**src/rtl/gdft_pkg.sv**
```systemverilog
`timescale 1ns / 1ps
`default_nettype none
// ----------------------------------------------------------------------------
// gdft_pkg
// Shared types, widths and codes of the depth-first traversal engine.
// ----------------------------------------------------------------------------
package gdft_pkg;

	// field widths
	localparam int MODE_W   = 2;
	localparam int VTX_W    = 5;
	localparam int STATUS_W = 2;
	localparam int CFG_W    = 6;
	// wide enough for any vertex number or count against the largest store
	localparam int CNT_W    = 7;

	// default store sizes
	localparam int DEF_MAX_VERTICES = 32;
	localparam int DEF_MAX_EDGES    = 64;

	// vertex count after reset
	localparam logic [CFG_W-1:0] CFG_RESET = 6'd32;

	// request modes
	localparam logic [MODE_W-1:0] MODE_CLEAR = 2'd0;
	localparam logic [MODE_W-1:0] MODE_ADD   = 2'd1;
	localparam logic [MODE_W-1:0] MODE_TRAV  = 2'd2;

	// result status codes
	localparam logic [STATUS_W-1:0] RES_OK    = 2'd0;
	localparam logic [STATUS_W-1:0] RES_RANGE = 2'd1;
	localparam logic [STATUS_W-1:0] RES_FULL  = 2'd2;

	typedef struct packed {
		logic [MODE_W-1:0] mode;
		logic [VTX_W-1:0]  from_vertex;
		logic [VTX_W-1:0]  to_vertex;
	} req_t;

	typedef struct packed {
		logic                valid;
		logic [VTX_W-1:0]    vertex;
		logic [STATUS_W-1:0] status;
		logic                last;
	} emit_t;

endpackage
`default_nettype wire

```
**src/rtl/gdft_ifs.sv**
```systemverilog
`timescale 1ns / 1ps
`default_nettype none
// ----------------------------------------------------------------------------
// gdft channel interfaces
// Request, result and configuration channels with valid/ready handshake.
// ----------------------------------------------------------------------------
interface gdft_in_if;
	logic                        valid;
	logic                        ready;
	logic [gdft_pkg::MODE_W-1:0] mode;
	logic [gdft_pkg::VTX_W-1:0]  from_vertex;
	logic [gdft_pkg::VTX_W-1:0]  to_vertex;

	modport source (output valid, mode, from_vertex, to_vertex, input ready);
	modport sink (input valid, mode, from_vertex, to_vertex, output ready);
endinterface

interface gdft_out_if;
	logic                          valid;
	logic                          ready;
	logic [gdft_pkg::VTX_W-1:0]    vertex;
	logic [gdft_pkg::STATUS_W-1:0] status;
	logic                          last;

	modport source (output valid, vertex, status, last, input ready);
	modport sink (input valid, vertex, status, last, output ready);
endinterface

interface gdft_cfg_if;
	logic                       valid;
	logic                       ready;
	logic [gdft_pkg::CFG_W-1:0] data;

	modport source (output valid, data, input ready);
	modport sink (input valid, data, output ready);
endinterface
`default_nettype wire

```
**src/rtl/graph_depth_first_traversal_top.sv**
```systemverilog
`timescale 1ns / 1ps
`default_nettype none
// ----------------------------------------------------------------------------
// graph_depth_first_traversal_top
// Depth-first traversal engine over an adjacency-list edge store.
// Clear: result in the cycle after the request. Add edge: tail read, link
// write and, for a list that is not empty, back-link write to the old tail.
// Traverse: tries each start vertex in turn, reads the head of each vertex
// visited, reads each edge and checks its target, pops the stack at each
// list end; a result that waits on the output holds the walk.
// One request at a time; reset empties the store and sets vertex_count to 32.
// ----------------------------------------------------------------------------
module graph_depth_first_traversal_top #(
	parameter int MAX_VERTICES = gdft_pkg::DEF_MAX_VERTICES,
	parameter int MAX_EDGES    = gdft_pkg::DEF_MAX_EDGES
) (
	input logic        clk,
	input logic        arst_n,
	gdft_cfg_if.sink   cfg,
	gdft_in_if.sink    req,
	gdft_out_if.source rsp
);

	import gdft_pkg::*;

	logic [CFG_W-1:0]    vcount_q;
	logic [CNT_W-1:0]    vc7, n_eff;
	logic                rsp_valid_q;
	logic [VTX_W-1:0]    rsp_vertex_q;
	logic [STATUS_W-1:0] rsp_status_q;
	logic                rsp_last_q;
	logic                can_emit, seq_idle, start;
	req_t                req_s;
	emit_t               emit_s;

	// vertex count register
	assign cfg.ready = 1'b1;

	always_ff @(posedge clk or negedge arst_n) begin
		if (!arst_n) begin
			vcount_q <= CFG_RESET;
		end else if (cfg.valid) begin
			vcount_q <= cfg.data;
		end
	end

	// effective count, saturated at the store size
	assign vc7   = CNT_W'(vcount_q);
	assign n_eff = (vc7 > CNT_W'(MAX_VERTICES)) ? CNT_W'(MAX_VERTICES) : vc7;

	// request side
	assign can_emit  = !rsp_valid_q || rsp.ready;
	assign req.ready = seq_idle && can_emit;
	assign start     = req.valid && req.ready;
	assign req_s     = '{mode: req.mode, from_vertex: req.from_vertex,
		to_vertex: req.to_vertex};

	gdft_seq #(
		.MAX_VERTICES (MAX_VERTICES),
		.MAX_EDGES    (MAX_EDGES)
	) u_seq (
		.clk      (clk),
		.arst_n   (arst_n),
		.start    (start),
		.req      (req_s),
		.n_eff    (n_eff),
		.can_emit (can_emit),
		.idle     (seq_idle),
		.emit     (emit_s)
	);

	// result output register
	always_ff @(posedge clk or negedge arst_n) begin
		if (!arst_n) begin
			rsp_valid_q <= 1'b0;
		end else if (emit_s.valid) begin
			rsp_valid_q <= 1'b1;
		end else if (rsp.ready) begin
			rsp_valid_q <= 1'b0;
		end
	end

	always_ff @(posedge clk) begin
		if (emit_s.valid) begin
			rsp_vertex_q <= emit_s.vertex;
			rsp_status_q <= emit_s.status;
			rsp_last_q   <= emit_s.last;
		end
	end

	assign rsp.valid  = rsp_valid_q;
	assign rsp.vertex = rsp_vertex_q;
	assign rsp.status = rsp_status_q;
	assign rsp.last   = rsp_last_q;

	// a new result never overwrites one still waiting
	assert property (@(posedge clk) disable iff (!arst_n)
		emit_s.valid |-> can_emit)
		else $error("result register overrun");

	// a clear request answers in the next cycle
	assert property (@(posedge clk) disable iff (!arst_n)
		(start && req.mode == MODE_CLEAR) |=>
		(rsp.valid && rsp.last && rsp.status == RES_OK))
		else $error("clear result missing");

	// error results are always single and final
	assert property (@(posedge clk) disable iff (!arst_n)
		(rsp.valid && rsp.status != RES_OK) |-> rsp.last)
		else $error("error result without last");

	// no request is taken while a walk still has results to give
	assert property (@(posedge clk) disable iff (!arst_n)
		(emit_s.valid && !emit_s.last) |-> !req.ready)
		else $error("request taken during traversal");

endmodule
`default_nettype wire

```
**src/rtl/gdft_ram.sv**
```systemverilog
`timescale 1ns / 1ps
`default_nettype none
// ----------------------------------------------------------------------------
// gdft_ram
// Simple dual-port synchronous RAM, one write and one registered read port.
// ----------------------------------------------------------------------------
module gdft_ram #(
	parameter int WIDTH = 8,
	parameter int DEPTH = 32,
	localparam int AW = (DEPTH > 1) ? $clog2(DEPTH) : 1
) (
	input  logic             clk,
	input  logic             we,
	input  logic [AW-1:0]    waddr,
	input  logic [WIDTH-1:0] wdata,
	input  logic             re,
	input  logic [AW-1:0]    raddr,
	output logic [WIDTH-1:0] rdata
);

	logic [WIDTH-1:0] mem_q [DEPTH];
	logic [WIDTH-1:0] rdata_q;

	// write port
	always_ff @(posedge clk) begin
		if (we) begin
			mem_q[waddr] <= wdata;
		end
	end

	// registered read, holds while idle
	always_ff @(posedge clk) begin
		if (re) begin
			rdata_q <= mem_q[raddr];
		end
	end

	assign rdata = rdata_q;

endmodule
`default_nettype wire

```
**src/rtl/gdft_seq.sv**
```systemverilog
`timescale 1ns / 1ps
`default_nettype none
// ----------------------------------------------------------------------------
// gdft_seq
// Sequencer over the adjacency and stack memories: edge insertion, clearing
// and the stack-driven depth-first walk.
// ----------------------------------------------------------------------------
module gdft_seq #(
	parameter int MAX_VERTICES = gdft_pkg::DEF_MAX_VERTICES,
	parameter int MAX_EDGES    = gdft_pkg::DEF_MAX_EDGES
) (
	input  logic                        clk,
	input  logic                        arst_n,
	input  logic                        start,
	input  gdft_pkg::req_t              req,
	input  logic [gdft_pkg::CNT_W-1:0]  n_eff,
	input  logic                        can_emit,
	output logic                        idle,
	output gdft_pkg::emit_t             emit
);

	import gdft_pkg::*;

	localparam int VAW = $clog2(MAX_VERTICES);
	localparam int CW  = $clog2(MAX_VERTICES + 1);
	localparam int EAW = (MAX_EDGES > 1) ? $clog2(MAX_EDGES) : 1;
	localparam int EW  = $clog2(MAX_EDGES + 1);
	localparam logic [EW-1:0] E_NULL = EW'(MAX_EDGES);
	localparam logic [CW-1:0] V_MAX  = CW'(MAX_VERTICES);

	localparam logic [3:0] S_IDLE     = 4'd0;
	localparam logic [3:0] S_ADD_LINK = 4'd1;
	localparam logic [3:0] S_ADD_TAIL = 4'd2;
	localparam logic [3:0] S_SCAN     = 4'd3;
	localparam logic [3:0] S_HEAD     = 4'd4;
	localparam logic [3:0] S_EDGE     = 4'd5;
	localparam logic [3:0] S_POP      = 4'd6;
	localparam logic [3:0] S_ADV      = 4'd7;

	logic [3:0]              state_q;
	logic [MAX_VERTICES-1:0] lv_q;
	logic [MAX_VERTICES-1:0] vis_q;
	logic [EW-1:0]           used_q;
	logic [VAW-1:0]          from_q;
	logic [VTX_W-1:0]        to_q;
	logic                    tail_hit_q;
	logic                    hv_q;
	logic [CW-1:0]           s_q;
	logic [CW-1:0]           cnt_q;
	logic [CW-1:0]           depth_q;
	logic [EW-1:0]           top_c_q;

	// memory ports
	logic             head_we, head_re, tail_we, tail_re;
	logic [VAW-1:0]   head_waddr, head_raddr, tail_raddr;
	logic [EW-1:0]    head_rd, tail_rd;
	logic             tgt_we, tgt_re, nxt_we, nxt_re;
	logic [EAW-1:0]   tgt_waddr, nxt_waddr, edge_raddr;
	logic [VTX_W-1:0] tgt_rd;
	logic [EW-1:0]    nxt_wdata, nxt_rd;
	logic             stk_we, stk_re;
	logic [VAW-1:0]   stk_waddr, stk_raddr;
	logic [EW-1:0]    stk_rd;

	// decoded conditions
	logic [CNT_W-1:0] from7, to7, s7, t7;
	logic [VAW-1:0]   req_fidx, s_idx, t_idx;
	logic             req_bad, store_full;
	logic             scan_done, s_vis, t_new, top_null, push_ok, last_flag;
	logic             scan_hit, adv_hit;
	logic [CW-1:0]    depth_m1, depth_m2, cnt_p1;

	assign from7      = CNT_W'(req.from_vertex);
	assign to7        = CNT_W'(req.to_vertex);
	assign req_fidx   = from7[VAW-1:0];
	assign req_bad    = (from7 >= n_eff) || (to7 >= n_eff);
	assign store_full = (used_q == E_NULL);

	assign s7        = CNT_W'(s_q);
	assign s_idx     = s_q[VAW-1:0];
	assign scan_done = (s7 >= n_eff);
	assign s_vis     = vis_q[s_idx];
	assign scan_hit  = (state_q == S_SCAN) && !scan_done && !s_vis && can_emit;

	assign t7       = CNT_W'(tgt_rd);
	assign t_idx    = t7[VAW-1:0];
	assign t_new    = (t7 < n_eff) && !vis_q[t_idx];
	assign adv_hit  = (state_q == S_ADV) && t_new && can_emit;
	assign top_null = (top_c_q == E_NULL);
	assign push_ok  = (depth_q < V_MAX);

	assign depth_m1  = depth_q - CW'(1);
	assign depth_m2  = depth_q - CW'(2);
	assign cnt_p1    = cnt_q + CW'(1);
	assign last_flag = (CNT_W'(cnt_p1) == n_eff);

	assign idle = (state_q == S_IDLE);

	// memory control
	always_comb begin
		head_we    = (state_q == S_ADD_LINK) && !tail_hit_q;
		head_waddr = from_q;
		head_re    = scan_hit || (adv_hit && push_ok);
		head_raddr = (state_q == S_ADV) ? t_idx : s_idx;

		tail_we    = (state_q == S_ADD_LINK);
		tail_re    = start && (req.mode == MODE_ADD) && !req_bad && !store_full;
		tail_raddr = req_fidx;

		tgt_we     = (state_q == S_ADD_LINK);
		tgt_waddr  = used_q[EAW-1:0];
		tgt_re     = (state_q == S_EDGE) && !top_null;
		nxt_re     = tgt_re;
		edge_raddr = top_c_q[EAW-1:0];

		nxt_we     = (state_q == S_ADD_LINK) || (state_q == S_ADD_TAIL);
		nxt_waddr  = (state_q == S_ADD_TAIL) ? tail_rd[EAW-1:0] : used_q[EAW-1:0];
		nxt_wdata  = (state_q == S_ADD_TAIL) ? used_q : E_NULL;

		stk_we     = adv_hit && push_ok;
		stk_waddr  = depth_m1[VAW-1:0];
		stk_re     = (state_q == S_EDGE) && top_null && (depth_q > CW'(1));
		stk_raddr  = depth_m2[VAW-1:0];
	end

	// result generation
	always_comb begin
		emit = '0;
		unique case (state_q)
			S_IDLE: begin
				if (start) begin
					case (req.mode)
						MODE_CLEAR: begin
							emit.valid = 1'b1;
							emit.last  = 1'b1;
						end
						MODE_ADD: begin
							if (req_bad || store_full) begin
								emit.valid  = 1'b1;
								emit.last   = 1'b1;
								emit.status = req_bad ? RES_RANGE : RES_FULL;
							end
						end
						default: begin
						end
					endcase
				end
			end
			S_ADD_LINK: begin
				emit.valid = !tail_hit_q;
				emit.last  = 1'b1;
			end
			S_ADD_TAIL: begin
				emit.valid = 1'b1;
				emit.last  = 1'b1;
			end
			S_SCAN: begin
				emit.valid  = scan_hit;
				emit.vertex = VTX_W'(s_q);
				emit.last   = last_flag;
			end
			S_ADV: begin
				emit.valid  = adv_hit;
				emit.vertex = tgt_rd;
				emit.last   = last_flag;
			end
			default: begin
			end
		endcase
	end

	// sequencer
	always_ff @(posedge clk or negedge arst_n) begin
		if (!arst_n) begin
			state_q    <= S_IDLE;
			lv_q       <= '0;
			vis_q      <= '0;
			used_q     <= '0;
			tail_hit_q <= 1'b0;
			hv_q       <= 1'b0;
			s_q        <= '0;
			cnt_q      <= '0;
			depth_q    <= '0;
			top_c_q    <= E_NULL;
		end else begin
			unique case (state_q)
				S_IDLE: begin
					if (start) begin
						case (req.mode)
							MODE_CLEAR: begin
								lv_q   <= '0;
								used_q <= '0;
							end
							MODE_ADD: begin
								if (!req_bad && !store_full) begin
									tail_hit_q <= lv_q[req_fidx];
									state_q    <= S_ADD_LINK;
								end
							end
							MODE_TRAV: begin
								vis_q   <= '0;
								s_q     <= '0;
								cnt_q   <= '0;
								depth_q <= '0;
								state_q <= S_SCAN;
							end
							default: begin
							end
						endcase
					end
				end
				S_ADD_LINK: begin
					lv_q[from_q] <= 1'b1;
					if (tail_hit_q) begin
						state_q <= S_ADD_TAIL;
					end else begin
						used_q  <= used_q + EW'(1);
						state_q <= S_IDLE;
					end
				end
				S_ADD_TAIL: begin
					used_q  <= used_q + EW'(1);
					state_q <= S_IDLE;
				end
				S_SCAN: begin
					if (scan_done) begin
						state_q <= S_IDLE;
					end else if (s_vis) begin
						s_q <= s_q + CW'(1);
					end else if (can_emit) begin
						vis_q[s_idx] <= 1'b1;
						cnt_q        <= cnt_p1;
						hv_q         <= lv_q[s_idx];
						depth_q      <= CW'(1);
						state_q      <= S_HEAD;
					end
				end
				S_HEAD: begin
					top_c_q <= hv_q ? head_rd : E_NULL;
					state_q <= S_EDGE;
				end
				S_EDGE: begin
					if (!top_null) begin
						state_q <= S_ADV;
					end else if (depth_q == CW'(1)) begin
						depth_q <= '0;
						s_q     <= s_q + CW'(1);
						state_q <= S_SCAN;
					end else begin
						depth_q <= depth_m1;
						state_q <= S_POP;
					end
				end
				S_POP: begin
					top_c_q <= stk_rd;
					state_q <= S_EDGE;
				end
				S_ADV: begin
					if (!t_new) begin
						top_c_q <= nxt_rd;
						state_q <= S_EDGE;
					end else if (can_emit) begin
						vis_q[t_idx] <= 1'b1;
						cnt_q        <= cnt_p1;
						if (push_ok) begin
							depth_q <= depth_q + CW'(1);
							hv_q    <= lv_q[t_idx];
							state_q <= S_HEAD;
						end else begin
							top_c_q <= nxt_rd;
							state_q <= S_EDGE;
						end
					end
				end
				default: begin
					state_q <= S_IDLE;
				end
			endcase
		end
	end

	// request payload capture for edge insertion
	always_ff @(posedge clk) begin
		if (tail_re) begin
			from_q <= req_fidx;
			to_q   <= req.to_vertex;
		end
	end

	// list heads and tails per vertex
	gdft_ram #(.WIDTH(EW), .DEPTH(MAX_VERTICES)) u_head_ram (
		.clk   (clk),
		.we    (head_we),
		.waddr (head_waddr),
		.wdata (used_q),
		.re    (head_re),
		.raddr (head_raddr),
		.rdata (head_rd)
	);

	gdft_ram #(.WIDTH(EW), .DEPTH(MAX_VERTICES)) u_tail_ram (
		.clk   (clk),
		.we    (tail_we),
		.waddr (from_q),
		.wdata (used_q),
		.re    (tail_re),
		.raddr (tail_raddr),
		.rdata (tail_rd)
	);

	// edge slots: destination and link to the next slot
	gdft_ram #(.WIDTH(VTX_W), .DEPTH(MAX_EDGES)) u_tgt_ram (
		.clk   (clk),
		.we    (tgt_we),
		.waddr (tgt_waddr),
		.wdata (to_q),
		.re    (tgt_re),
		.raddr (edge_raddr),
		.rdata (tgt_rd)
	);

	gdft_ram #(.WIDTH(EW), .DEPTH(MAX_EDGES)) u_nxt_ram (
		.clk   (clk),
		.we    (nxt_we),
		.waddr (nxt_waddr),
		.wdata (nxt_wdata),
		.re    (nxt_re),
		.raddr (edge_raddr),
		.rdata (nxt_rd)
	);

	// walk stack of edge cursors below the top entry
	gdft_ram #(.WIDTH(EW), .DEPTH(MAX_VERTICES)) u_stk_ram (
		.clk   (clk),
		.we    (stk_we),
		.waddr (stk_waddr),
		.wdata (nxt_rd),
		.re    (stk_re),
		.raddr (stk_raddr),
		.rdata (stk_rd)
	);

endmodule
`default_nettype wire
```
**src/flat_wrapper.sv**
```systemverilog
// flat-port wrapper written by rule: the top's interface ports become plain ports
module graph_depth_first_traversal_top_flat import gdft_pkg::*;
#(
	parameter int MAX_VERTICES = gdft_pkg::DEF_MAX_VERTICES,
	parameter int MAX_EDGES    = gdft_pkg::DEF_MAX_EDGES
)
  (clk, arst_n, cfg_valid, cfg_data, cfg_ready, req_valid, req_mode, req_from_vertex, req_to_vertex, req_ready, rsp_valid, rsp_vertex, rsp_status, rsp_last, rsp_ready);
  gdft_cfg_if cfg_i ();
  gdft_in_if req_i ();
  gdft_out_if rsp_i ();
  input logic clk;
  input logic arst_n;
  input wire logic [$bits(cfg_i.valid)-1:0] cfg_valid;
  input wire logic [$bits(cfg_i.data)-1:0] cfg_data;
  output wire logic [$bits(cfg_i.ready)-1:0] cfg_ready;
  input wire logic [$bits(req_i.valid)-1:0] req_valid;
  input wire logic [$bits(req_i.mode)-1:0] req_mode;
  input wire logic [$bits(req_i.from_vertex)-1:0] req_from_vertex;
  input wire logic [$bits(req_i.to_vertex)-1:0] req_to_vertex;
  output wire logic [$bits(req_i.ready)-1:0] req_ready;
  output wire logic [$bits(rsp_i.valid)-1:0] rsp_valid;
  output wire logic [$bits(rsp_i.vertex)-1:0] rsp_vertex;
  output wire logic [$bits(rsp_i.status)-1:0] rsp_status;
  output wire logic [$bits(rsp_i.last)-1:0] rsp_last;
  input wire logic [$bits(rsp_i.ready)-1:0] rsp_ready;
  assign cfg_i.valid = cfg_valid;
  assign cfg_i.data = cfg_data;
  assign cfg_ready = cfg_i.ready;
  assign req_i.valid = req_valid;
  assign req_i.mode = req_mode;
  assign req_i.from_vertex = req_from_vertex;
  assign req_i.to_vertex = req_to_vertex;
  assign req_ready = req_i.ready;
  assign rsp_valid = rsp_i.valid;
  assign rsp_vertex = rsp_i.vertex;
  assign rsp_status = rsp_i.status;
  assign rsp_last = rsp_i.last;
  assign rsp_i.ready = rsp_ready;
  graph_depth_first_traversal_top #(.MAX_VERTICES(MAX_VERTICES), .MAX_EDGES(MAX_EDGES)) u_core (.clk(clk), .arst_n(arst_n), .cfg(cfg_i), .req(req_i), .rsp(rsp_i));
endmodule
```
**config.mk**
```make
export PLATFORM = sky130hd
export DESIGN_NAME = graph_depth_first_traversal_top_flat
export DESIGN_NICKNAME = d
export VERILOG_FILES = /design/src/rtl/gdft_pkg.sv /design/src/rtl/gdft_ifs.sv /design/src/rtl/graph_depth_first_traversal_top.sv /design/src/rtl/gdft_ram.sv /design/src/rtl/gdft_seq.sv /design/src/flat_wrapper.sv
export SDC_FILE = /design/constraint.sdc
export NUM_CORES = 2
export LEC_CHECK = 0
export CAP_MARGIN = 20
export CORE_AREA = 2 2 315 317
export DETAILED_ROUTE_END_ITERATION = 10
export DIE_AREA = 0 0 317 319
export DONT_BUFFER_PORTS = 1
export GPL_ROUTABILITY_DRIVEN = 0
export GPL_TIMING_DRIVEN = 0
export HOLD_SLACK_MARGIN = 0.05
export PLACE_DENSITY_LB_ADDON = 0.25
export SLEW_MARGIN = 30
export SYNTH_ARGS = -nofsm -noshare
export SYNTH_HDL_FRONTEND = slang
export SYNTH_SLANG_ARGS = --single-unit
```
**constraint.sdc**
```tcl
create_clock -name clk -period 7.1 [get_ports clk]
set_clock_uncertainty 0.15 [all_clocks]
set_input_delay 0.71 -clock clk [delete_from_list [all_inputs] [get_ports clk]]
set_output_delay 0.71 -clock clk [all_outputs]
set_load 0.02 [all_outputs]
```
# Word level (Yosys, flattened, before mapping)
# Memory sizes are Yosys's and may differ from the RTL's. A register that Yosys moved wholly into a read port is not among the register bits.
# Cells that the tools add are included.
dict set report totals {
  regBits 127
  latch_bits 0
  ramBits 1440
  rom_bits 0
  wordCells 235
  memories 5
}
dict set report op_classes {
  add_sub_neg 6
  multipliers 0
  div 0
  magnitude_cmp 14
  eq_ne 32
  shift 0
  n_mux 101
  bitwise 3
  n_reduce_logical 57
}
# memory words word_bits read_ports rd_clocked_by_memory_dff wr line_no
set memory_table {}
lappend memory_table {u_core.u_seq.u_nxt_ram.mem_q 64 7 1 1 1 gdft_ram.sv:21} ;# logic [WIDTH-1:0] mem_q [DEPTH];
lappend memory_table {u_core.u_seq.u_tgt_ram.mem_q 64 5 1 1 1 gdft_ram.sv:21}
lappend memory_table {u_core.u_seq.u_head_ram.mem_q 32 7 1 1 1 gdft_ram.sv:21}
lappend memory_table {u_core.u_seq.u_stk_ram.mem_q 32 7 1 1 1 gdft_ram.sv:21}
lappend memory_table {u_core.u_seq.u_tail_ram.mem_q 32 7 1 1 1 gdft_ram.sv:21}
# cell n
set op_table {}
lappend op_table {{32-bit 2-to-1 mux} 9}
lappend op_table {{6-bit 2-to-1 mux} 20}
lappend op_table {{32-bit bitwise OR} 3}
lappend op_table {{32-bit one-hot mux with 3 select lines} 1}
lappend op_table {{32-bit one-hot mux with 2 select lines} 1}
lappend op_table {{7-bit 2-to-1 mux} 8}
lappend op_table {{7-bit one-hot mux with 3 select lines} 2}
lappend op_table {{6-bit one-hot mux with 3 select lines} 2}
lappend op_table {{1-bit 2-to-1 mux} 28}
lappend op_table {{4-bit 2-to-1 mux} 7}
lappend op_table {{1-bit binary-select mux with 5-bit select} 5}
lappend op_table {{5-bit by 6-bit < comparator with 1-bit output (second input constant)} 4}
lappend op_table {{4-bit one-hot mux with 6 select lines} 1}
lappend op_table {{6-bit one-hot mux with 4 select lines} 1}
lappend op_table {{1-bit logical AND} 20}
lappend op_table {{2-bit inequality test (second input constant)} 10}
lappend op_table {{6-bit by 1-bit adder with 6-bit output (second input constant)} 3}
lappend op_table {{4-bit by 3-bit equality test with 1-bit output (second input constant)} 4}
lappend op_table {{1-bit demux with 5-bit select} 3}
lappend op_table {{5-bit by 1-bit greater-or-equal comparator with 1-bit output (second input constant)} 3}
lappend op_table {{7-bit equality test (second input constant)} 2}
lappend op_table {{5-bit by 7-bit greater-or-equal comparator with 1-bit output} 2}
lappend op_table {{7-bit AND reduction} 2}
lappend op_table {{3-bit inequality test (second input constant)} 4}
lappend op_table {{37 further kinds} 68}

# Longest topological paths before layout
dict set report depth {
  depth_word 10
  ltp_mapped 11
  ltp_nobuf 10
}

# Modules after synthesis
# Synthesis repeated with hierarchy kept, for this count alone.
dict set report hier_totals {
  hier_cells 3420
  hier_area_um2 65776.8
}
# module n_inst cells_each area_per_inst_um2 seq_area_each_um2
set by_module_without_submodules {}
lappend by_module_without_submodules {{gdft_ram (u_core.u_seq.u_head_ram ...)} 3 370 8903.5 6936.7}
lappend by_module_without_submodules {{gdft_ram (u_core.u_seq.u_nxt_ram)} 1 827 17705.7 13663.1}
lappend by_module_without_submodules {{gdft_ram (u_core.u_seq.u_tgt_ram)} 1 610 12818.5 9759.4}
lappend by_module_without_submodules {gdft_seq 1 838 7948.9 2829.0}
lappend by_module_without_submodules {graph_depth_first_traversal_top 1 35 593.1 416.6}

# Least setup slack after synthesis
# Ideal clock, no wire load.
dict set report synth_timing {
  path_kind {flip-flop to flip-flop}
  from {register u_core.u_seq.used_q[0]}
  to {memory u_core.u_seq.u_nxt_ram.mem_q[0][0] in the netlist's numbering, data pin}
  setup_time_ns 0.680
  t_arrival_ns 3.967
  required_ns 6.270
  setup_slack_ns 2.303
  path_stages_with_launch 4
  synth_period_minus_slack_ns 4.797
  cell_sequence {dfrtp_1 > clkbuf_1 > inv_1 > nor3_1}
}
dict set report synth_via {
  elab_chain_len 1
}
# item line_no
set synth_rtl {}
lappend synth_rtl {{start: declaration} gdft_seq.sv:43} ;# logic [EW-1:0] used_q;
lappend synth_rtl {{start signal: assignment} gdft_seq.sv:217} ;# used_q <= used_q + EW'(1);
lappend synth_rtl {{start signal: assignment} gdft_seq.sv:222} ;# used_q <= used_q + EW'(1);
lappend synth_rtl {{7-bit 2-to-1 mux} gdft_seq.sv:118} ;# nxt_wdata = (state_q == S_ADD_TAIL) ? used_q : E_NULL;
lappend synth_rtl {{via u_core.u_seq.nxt_wdata[0]} gdft_seq.sv:60} ;# logic [EW-1:0] nxt_wdata, nxt_rd;
lappend synth_rtl {{end: declaration} gdft_ram.sv:21}
# The timed path passes the listed nets, and every way through them passes these cells.

# Worst setup path in the final report
dict set report layout_timing {
  from {register u_core.vcount_q[5]}
  to {memory u_core.u_seq.u_stk_ram.mem_q[19][1] in the netlist's numbering (enable)}
}
dict set report layout_via {
  elab_chain_len 9
}
# item line_no
set layout_rtl {}
lappend layout_rtl {{start: declaration} graph_depth_first_traversal_top.sv:26} ;# logic [CFG_W-1:0] vcount_q;
lappend layout_rtl {{start signal: assignment} graph_depth_first_traversal_top.sv:43} ;# vcount_q <= cfg.data;
lappend layout_rtl {{6-bit > comparator} graph_depth_first_traversal_top.sv:49} ;# assign n_eff = (vc7 > CNT_W'(MAX_VERTICES)) ? CNT_W'(MAX_VERTICES) : vc7;
lappend layout_rtl {{6-bit 2-to-1 mux *} graph_depth_first_traversal_top.sv:49}
lappend layout_rtl {{5-bit by 7-bit < comparator with 1-bit output *} gdft_seq.sv:87} ;# assign t_new = (t7 < n_eff) && !vis_q[t_idx];
lappend layout_rtl {{1-bit logical AND *} gdft_seq.sv:87}
lappend layout_rtl {{1-bit logical AND * (2 in a row)} gdft_seq.sv:88} ;# assign adv_hit = (state_q == S_ADV) && t_new && can_emit;
lappend layout_rtl {{1-bit logical AND *} gdft_seq.sv:120} ;# stk_we = adv_hit && push_ok;
lappend layout_rtl {{1-bit 2-to-1 mux *} gdft_ram.sv:26} ;# if (we) begin
lappend layout_rtl {{1-bit 2-to-1 mux (not written as such) *} gdft_ram.sv:27} ;# mem_q[waddr] <= wdata;
lappend layout_rtl {{end: declaration} gdft_ram.sv:21}
# Every way passes the cells marked *; elsewhere a longest branch is shown, timed or not.

==> impl_metrics.json <==
{
  "numCtsBuffers": 152,
  "core_um2": 97700,
  "vias": 34900,
  "fin_tns_setup_ns": 0,
  "grt_setup_unrepaired": "no",
  "synth_compound_area_frac": 0.0272,
  "place_hpwl_um": 105000,
  "drt_first_pass_iters": 8,
  "use_met2": 0.522,
  "multi_input_area_um2": 16900,
  "maxSlewHeadroom": 0.246,
  "worst_hold_slack_ns": 0.165,
  "critPathCaptureType": "register",
  "cp-start-kind": "register",
  "setup_viol_count_final": 0,
  "synth_nets": 3311,
  "crit_fanout": 9,
  "cp_num_buf_inv": 1,
  "die_h_um": 319,
  "synth_largest_area_cell": "edfxtp_1",
  "powerDensity_nw_per_um2": 360,
  "rows": 115,
  "die_area_um2": 101000,
  "fillers": 5217,
  "synthArstFlopShare": 0.0690,
  "crit_required_ns": 7.32,
  "status": "finished, final reports clean",
  "grt_remaining_overflow": 0,
  "worstPathArrival_ns": 5.12,
  "critPathMaxStageDelay_ns": 0.82,
  "cts-htree-levels": 4,
  "post_cts.repair.setup_buffers": 0,
  "synth_cells": 3249,
  "antenna_found_initial": 4,
  "synthTopCellsByArea": "edfxtp_1, mux4_2, dfrtp_1",
  "hold_violations": 0,
  "grt_use_total": 0.333,
  "die_x_um": 317,
  "layout_commonest_cell": "edfxtp_1",
  "timing.reg2reg.worst_path_depth": 10,
  "worst_slew_pin_slew_ns": 1.13,
  "p_leak_nw": 22.7,
  "wl_um": 163000,
  "final_cell_mix": "edfxtp_1, mux4_2, nor2_1, clkbuf_16, clkbuf_1",
  "post-route-drc-count": 0,
  "hp-class": "in -> reg",
  "min-delay-start": "cfg_valid",
  "gr-max-usage-layer": "met2",
  "synthDistinctLibCells": 77,
  "maxCapViolCount": 0,
  "avgSynthCellArea_um2": 19.7,
  "synth_edf_count": 1458,
  "synth_xor_area_frac": 0.00246,
  "seqCellArea_um2": 46500,
  "io_buffer_count": 0,
  "syn2layout_area_growth_pct": 11.8,
  "synth_adder_area_share": 0.00762,
  "crit_slowest_cell": "nor3_2",
  "synth.top_cell.area_share": 0.684,
  "first_iter_violations": 5423,
  "synth.yosys.seq_area_share": 0.726,
  "cts_resized": 0,
  "crit_type": "reg -> reg",
  "r2r_end": "u_core.u_seq.u_stk_ram.mem_q[19][1]",
  "clock.fmax_mhz": 204,
  "fin_crit_ns": 4.90,
  "synth_top_family_by_area": "multiplexers",
  "report.final.slew_viol_count": 0,
  "ys_ff_latch": 1566,
  "r2r-start": "u_core.vcount_q[5]",
  "path_cells": "clkinv_1 > nand2_1 > ha_1 > a21oi_1 > nor2_1 > a31oi_1 > nand4_2 > nor3_1 > nand2_1 > nor3_2",
  "ys_warn_count": 0,
  "path_common_cell": "nand2_1",
  "fin_nets": 3529,
  "synth_mux_area_frac": 0.181,
  "hold_depth": 3,
  "io_pins": 34,
  "grt.met1_usage": 0.448,
  "tritoncts": "done",
  "wl_per_cell_um": 33.5,
  "synth_simple_gate_area_share": 0.0417,
  "ys.flop_type": "edfxtp_1",
  "viasPerCell": 7.14,
  "start_util": 0.655,
  "grt_pass1_vias": 35500,
  "r2r_slack_ns": 2.20,
  "clock_latency_ns": 0.77,
  "min_to": "u_core.vcount_q[5]",
  "grtUsageMet3": 0.0724,
  "cts_max_path_buffers": 3,
  "cts.clk_slew.worst_paths_ns": 0.06,
  "grt_pass1_wl_um": 240000,
  "grt_max_degree": 109,
  "crit_family": "simple AND/OR/NAND/NOR gates",
  "mappedNetlistArea_um2": 64000,
  "drtAntennaViolNets": 0,
  "layout-drive-gt1-share": 0.250,
  "fin_crit_sh": 0.690,
  "peakVddDrop_mv": 0.293,
  "cts_root_buf": "clkbuf_16",
  "cts_hold_buf": 18,
  "cts.sinks": 1566
}
[how the worst max path moves through the flow]
| stage | cells past startpoint | from | end | slack (ns) |
|---|---|---|---|---|
| after floorplan | 3 | u_core.u_seq.used_q[0] | u_core.u_seq.u_nxt_ram.mem_q[0][0] | 2.30 |
| after global placement | 3 | u_core.u_seq.used_q[3] | u_core.u_seq.u_nxt_ram.mem_q[6][3] | -1.57 |
| after detailed placement | 8 | u_core.u_seq.depth_q[1] | u_core.u_seq.u_stk_ram.rdata[1] | 2.15 |
| after CTS | 8 | u_core.u_seq.depth_q[1] | u_core.u_seq.u_stk_ram.rdata[1] | 2.09 |
| after global routing | 10 | u_core.vcount_q[5] | u_core.u_seq.u_stk_ram.mem_q[19][1] | 2.01 |
| final | 10 | u_core.vcount_q[5] | u_core.u_seq.u_stk_ram.mem_q[19][1] | 2.20 |
[worst min-delay path, cell delays in order]
cell      delay (ns)
clkbuf_1        0.19
nand2_1         0.09
o21ai_0         0.07
[power breakdown]
group / switching, W / internal [W]
Sequential: 0.000399 / 0.0108
Combinational: 0.00397 / 0.00259
Clock: 0.00345 / 0.00455
Total: 0.00783 / 0.0179
[state kept, by name, indices dropped and copies added (netlist names), 2 cells and up]
| name | count |
|---|---|
| u_core.u_seq.u_tail_ram.mem_q | 192 |
| u_core.u_seq.u_stk_ram.rdata | 7 |
| u_core.u_seq.from_q | 5 |
| u_core.u_seq.depth_q | 6 |
| u_core.rsp.status | 2 |
| u_core.u_seq.to_q | 5 |
| u_core.u_seq.vis_q | 32 |
| u_core.u_seq.u_tgt_ram.rdata | 5 |
| u_core.u_seq.u_tgt_ram.mem_q | 320 |
| u_core.u_seq.s_q | 6 |
| u_core.u_seq.cnt_q | 6 |
| u_core.u_seq.u_nxt_ram.mem_q | 448 |
| u_core.vcount_q | 6 |
| u_core.u_seq.used_q | 7 |
| u_core.u_seq.u_nxt_ram.rdata | 7 |
| u_core.u_seq.top_c_q | 7 |
| u_core.u_seq.u_head_ram.rdata | 7 |
| u_core.u_seq.u_stk_ram.mem_q | 224 |
| u_core.u_seq.u_head_ram.mem_q | 224 |
| u_core.u_seq.lv_q | 32 |
| u_core.u_seq.u_tail_ram.rdata | 6 |
| u_core.u_seq.state_q | 3 |
| u_core.rsp.vertex | 5 |
[metrics by stage]
stage | total power (W) | area, um2 | cells | utilization | worst slack [ns]
after floorplan | 0.0153 | 64000 | 3249 | - | 2.30
after global placement | 0.0173 | 65700 | 4536 | 0.672 | -1.57
after detailed placement | 0.0176 | 66300 | 4580 | 0.679 | 2.15
final | 0.0258 | 71600 | 4881 | 0.733 | 2.20
after global routing | 0.0264 | 71600 | 4878 | 0.733 | 2.01
after CTS | 0.0256 | 71500 | 4876 | 0.731 | 2.09
[cells by family after synthesis]
kind of cell	count (synthesis)
fa+ha+maj	39
simple gates	582
flops	1566
buf+inv	220
mux	565
xor+xnor	18
other cells	1
compound gates	258
[Yosys cell counts (all sizes together) (35+ instances only)]
| library cell | instances |
|---|---|
| mux4 | 473 |
| nand2 | 121 |
| nand3 | 46 |
| mux2i | 57 |
| ha | 39 |
| o21ai | 75 |
| nor2 | 244 |
| dfrtp | 106 |
| buf | 75 |
| mux2 | 35 |
| a22oi | 37 |
| edfxtp | 1458 |
| nor3 | 64 |
| clkbuf | 120 |
| a21o | 37 |
[per-layer routing]
| layer | routed length, um | part of all wire |
|---|---|---|
| met1 | 57200 | 0.35 |
| met2 | 79600 | 0.49 |
| met3 | 17100 | 0.10 |
| met4 | 9440 | 0.058 |
| met5 | 66 | 0.00040 |
[area by class of cell]
type,count,share of cell area
Antenna cell,3,0.000105
Multi-Input combinational cell,1463,0.236
Clock buffer,189,0.0555
Sequential cell,1566,0.650
Buffer,195,0.0115
Tap cell,1287,0.0225
Inverter,25,0.00131
Timing Repair Buffer,64,0.0101
Clock inverter,89,0.0130
Power figures use the tool's default switching activity.
